--- src/sv/pmls_pkg.sv ---
`timescale 1ns / 1ps
// Shared types and constants of the multilevel scheduler.
package pmls_pkg;

  // Operation codes
  localparam logic [1:0] OP_ADD  = 2'd0;
  localparam logic [1:0] OP_TAKE = 2'd1;
  localparam logic [1:0] OP_TEST = 2'd2;

  // Register indexes on the configuration port
  localparam logic [1:0] REG_LEVEL_COUNT      = 2'd0;
  localparam logic [1:0] REG_QUANTUM          = 2'd1;
  localparam logic [1:0] REG_PREEMPT_BY_LEVEL = 2'd2;

  // Register reset values
  localparam logic [3:0]  LEVEL_COUNT_RST = 4'd4;
  localparam logic [15:0] QUANTUM_RST     = 16'hFFFF;
  localparam logic        PREEMPT_RST     = 1'b1;

  // Dynamic priority of a process whose slice ran out
  localparam logic signed [3:0] DP_EXHAUSTED = -4'sd1;

  typedef struct packed {
    logic [1:0]        opcode;
    logic [5:0]        process_id;
    logic signed [3:0] dynamic_priority;
    logic [3:0]        base_priority;
    logic [15:0]       burst_left;
    logic              check_quantum;
  } cmd_item_t;

  typedef struct packed {
    logic       found;
    logic [5:0] chosen_id;
    logic [2:0] level_out;
    logic       preempt;
    logic       rejected;
  } res_item_t;

  typedef struct packed {
    logic [3:0]  level_count;
    logic [15:0] quantum;
    logic        preempt_by_level;
  } cfg_t;

  // Controller to datapath
  typedef struct packed {
    logic capture;
    logic exec;
    logic load;
  } ctl_t;

  // Datapath to controller
  typedef struct packed {
    logic out_free;
  } sts_t;

endpackage

--- src/sv/pmls_cfg.sv ---
`timescale 1ns / 1ps
// APB-style configuration registers of the scheduler.
module pmls_cfg (
  input  logic               clk,
  input  logic               rst,
  input  logic               psel,
  input  logic               penable,
  input  logic               pwrite,
  input  logic [3:0]         paddr,
  input  logic [31:0]        pwdata,
  output logic [31:0]        prdata,
  output logic               pready,
  output pmls_pkg::cfg_t     cfg
);
  import pmls_pkg::*;

  logic       wr_en;
  logic [1:0] reg_idx;

  assign pready  = 1'b1;
  assign wr_en   = psel & penable & pwrite & pready;
  assign reg_idx = paddr[3:2];

  // Register writes
  always_ff @(posedge clk) begin
    if (rst) begin
      cfg.level_count      <= LEVEL_COUNT_RST;
      cfg.quantum          <= QUANTUM_RST;
      cfg.preempt_by_level <= PREEMPT_RST;
    end else if (wr_en) begin
      unique case (reg_idx)
        REG_LEVEL_COUNT:      cfg.level_count      <= pwdata[3:0];
        REG_QUANTUM:          cfg.quantum          <= pwdata[15:0];
        REG_PREEMPT_BY_LEVEL: cfg.preempt_by_level <= pwdata[0];
        default: ;
      endcase
    end
  end

  // Read mux
  always_comb begin
    prdata = '0;
    unique case (reg_idx)
      REG_LEVEL_COUNT:      prdata = {28'd0, cfg.level_count};
      REG_QUANTUM:          prdata = {16'd0, cfg.quantum};
      REG_PREEMPT_BY_LEVEL: prdata = {31'd0, cfg.preempt_by_level};
      default:              prdata = '0;
    endcase
  end

endmodule

--- config.mk ---
export PLATFORM = sky130hd
export DESIGN_NAME = pmls_cfg
export DESIGN_NICKNAME = d
export VERILOG_FILES = /design/src/sv/pmls_pkg.sv /design/src/sv/pmls_cfg.sv
export SDC_FILE = /design/constraint.sdc
export NUM_CORES = 1
export LEC_CHECK = 0
export ABC_AREA = 0
export BUFFER_PORTS_ARGS = -buffer_cell sky130_fd_sc_hd__buf_2
export CAP_MARGIN = 20
export CORE_UTILIZATION = 25
export DETAILED_ROUTE_END_ITERATION = 7
export GPL_TIMING_DRIVEN = 0
export PLACE_DENSITY = 0.53
export SLEW_MARGIN = 0
export SYNTH_ARGS = -nofsm -noshare
export SYNTH_HDL_FRONTEND = slang
export SYNTH_SLANG_ARGS = --single-unit
--- constraint.sdc ---
create_clock -name clk -period 1.7 [get_ports clk]
set_input_delay 0.085 -clock clk [delete_from_list [all_inputs] [get_ports clk]]
set_output_delay 0.085 -clock clk [all_outputs]
set_load 0.02 [all_outputs]
Word-level counts from Yosys, hierarchy flattened:

Cells that the tools add are included.

* bitwise gates (word level): 2
* equal/unequal tests: 2
* multiplexer cells: 1
* reductions and logical operators: 4

Operators by type and width (count)
* $pmux 16 s3: 1
* $reduce_and 2->1: 3
* $and 1x1->1: 2
* $eq 2x1->1 const B: 1
* $eq 2x2->1 const B: 1
* $logic_not 2->1: 1

* output and inout port bits: 54
* register bits: 21
* bits of input ports: 41
* word-level logic and storage cells: 12

Logic depth before layout (Yosys ltp):

* word-level depth: 3
* gate-level depth with buffers: 5
* gate-level depth less buffers: 3

Worst setup path after synthesis:

OpenSTA, ideal clock, no wires.

* path kind: reg2out
* start point: register cfg[1] in the netlist's numbering
* end point: output port prdata[0]
* arrival: 1027 ps
* required time: 1615 ps
* path slack: 588 ps
* path buffers: 0
* cell stages (with the launch flop): 3
* path through: dfxtp_1 > mux2i_1 > o21ai_0

* word-level cells in the longest chain between the ends: 1

Ends and longest elaborated chain
* from (decl): RTL line pmls_cfg.sv:13 `output pmls_pkg::cfg_t cfg`
* $pmux 16 s3: RTL line pmls_cfg.sv:43 `unique case (reg_idx)`
* to (decl): RTL line pmls_cfg.sv:11 `output logic [31:0] prdata,`

Every way passes these cells.

Final worst setup path:

* start point: input port paddr[3]
* end point: output port prdata[8]

* word-level cells in the longest chain between the ends: 2
* elaborated cells between the ends (all ways): 4
* classes of those cells: 2 x eq/ne; 1 x mux; 1 x reduce/logical

Ends and longest elaborated chain
* from (decl): RTL line pmls_cfg.sv:9 `input logic [3:0] paddr,`
* $eq 2x2->1, or another cell as far along: RTL line pmls_cfg.sv:43
* $pmux 16 s3 (*): RTL line pmls_cfg.sv:43

Mark *: on every way between the ends. The rest lies on a longest branch, timed or not.

==> metrics <==
total iterations of the first detailed-routing run 8; worst skew pair latency between 0.2 and 0.3 ns; Detail Route Antenna Nets 0; final hold vios 0; Syn. warnings 0; Tcrit/Tclk final 70.4%; Hold Crit Class input pin to flop; startpoint type of the worst setup path input pin; final core occ about 37%; status finished with violations; Biggest register cfg; Die Y between 70 and 80 um; Num CTS Buffers 3; most frequent cells in the layout buf_2, nor2_1, mux2i_1, dfxtp_1, buf_4; post-route cell area between 1500 and 2000 um2; initial antenna violation count 0; Slew HR between 60% and 70%; family with the most delay on the worst path buffers and inverters; gr ovfl total 0; CTS root buf clkbuf_8; RD Place Congestion 0.657; die area just over 5000 um2; Core Area around 4500 um2; share of the yosys chip area belonging to registers between 30% and 40%; failing checks design-rule violations; post-CTS sizing 0; clk slew on worst S/H paths ~0.070 ns; vias between 1000 and 1500; gr usage total around an eighth; #FFs+latches synth 21; CTS Buffer Depth 2; max frequency 835 MHz; Cell Area, Placed 1590 um2; critical path start-end classification input pin to output port; critical path cell sequence buf_4 -> nor2b_1 -> clkbuf_1 -> and2_1 -> buf_2; Via density just under 4; antenna cells 0; Post-Route WL 2890 um; Max FO, Critical Path 10; average cell area after synthesis around 9 um2; CTS tree yes; Worst path slowest cell clkbuf_1; RSZ-0062 raised after global routing no; first-pass GRT wire length 4620 um; Pwr per Cell Area around 650 nW/um2; setup TNS 0 ns; Slew Viols, Final 0; Ports 95; Critical Path End Type output port; Initial Utilization 26.6%; clock sink total 21; area of the multi-input gates 631 um2; Gate Count Post-Synth 136; largest net degree at the start of global routing 12; final setup fails 0; Synth cell types 17; Die Width about 71 um; IO Port Bufs between 50 and 60; Post-DP HPWL 2210 um; vias in the first global route 940; Final WS setup just over 0.5 ns; max reg flops 21; Synth Cell Area between 1000 and 1500 um2; Tot Pwr between 1 and 1.5 mW; Required @ worst endpoint roughly 1.6 ns; Worst Skew 0 ns; most common cell after layout, fill and taps aside buf_2; Largest regs cfg: 21 flops; crit-path max cell delay ~0.35 ns; FP Rows 24; IR drop worst, VDD about 0.00023 V; 1st-iter DRT viols 46; wire length per cell around 11 um; fillers around 500; # DRC 12; worst slew pin tran roughly 0.5 ns; Post-CTS Setup Inserts 0; critical path data arrival time around 1.1 ns; H-tree depth 1; pre-CTS WS approximately 0.46 ns; Max-cap violations 0; WP buf/inv 3; share of layout cells above drive strength 1 about two fifths; Pleak approximately 0.75 nW; Hold Buf Count CTS 0; post-route minimum period between 1 and 1.5 ns; Final #Nets about 250; Layout area overhead 37.5%; register area roughly 420 um2
-- final cells by class --
cell class / instances / area share (%)
Multi-Input combinational cell: 104 / 38.5
Sequential cell: 21 / 25.7
Timing Repair Buffer: 56 / 17.1
Buffer: 26 / 12.0
Tap cell: 52 / 3.97
Clock buffer: 4 / 2.75
-- Yosys cell counts, drive strengths merged --
cell / count / area, um2
and2: 12 / 75.1
buf: 21 / 178
clkbuf: 5 / 18.8
conb: 2 / 7.51
dfxtp: 21 / 420
mux2i: 25 / 250
nand2b: 6 / 37.5
nand3: 1 / 10.0
nand3b: 1 / 7.51
nor2: 37 / 139
nor2b: 1 / 6.26
nor3: 1 / 16.3
nor3b: 2 / 20.0
o21ai: 1 / 5.00
-- final timing paths --
kind / from / end / slack [ns] / depth (start not counted)
min reg2reg: cfg[20] / cfg[20] / 0.49 / 2
max: paddr[3] / prdata[8] / 0.50 / 5
min: pwdata[13] / cfg[14] / 0.09 / 3
max reg2reg: cfg[19] / cfg[19] / 1.08 / 2
-- tightest hold or removal path, delay by kind of cell --
family / cells / cell delay (ns)
buffers and inverters: 1 / 0.07
multiplexers: 1 / 0.11
AND/OR/NAND/NOR: 1 / 0.03
-- layer usage --
layer	part of all wire, %	wire [um]	global-route usage [%]	vias to the layer above
met5	0	0	0	-
met4	0.73	21	4.67	0
met3	7.0	202	3.13	2
met2	45	1300	18.4	38
met1	47	1360	16.1	457
li1	-	-	-	548
-- stage by stage --
stage          std cells  hold WS (ns)
6_report             263        0.0870
5_1_grt              263        0.0758
4_1_cts              263        0.0802
3_5_place_dp         259         0.346
3_3_place_gp         259         0.343
2_1_floorplan        151         0.241
-- power by group --
part | internal, mW | total (mW) | switching, mW | leakage, nW
combinational | 0.0981 | 0.237 | 0.139 | 0.557
clock | 0.167 | 0.323 | 0.156 | 0.0228
sequential | 0.498 | 0.503 | 0.00447 | 0.170
total | 0.763 | 1.06 | 0.300 | 0.750
-- cell families (layout without fill, tap and decap cells) --
group / Yosys count / after routing / synth area share [%]
other cells: 2 / 17 / 0.630
compound gates: 1 / 1 / 0.420
simple gates: 61 / 61 / 26.2
flops: 21 / 21 / 35.3
buf+inv: 26 / 86 / 16.5
mux: 25 / 25 / 21.0
(Power assumes the default switching activity.)
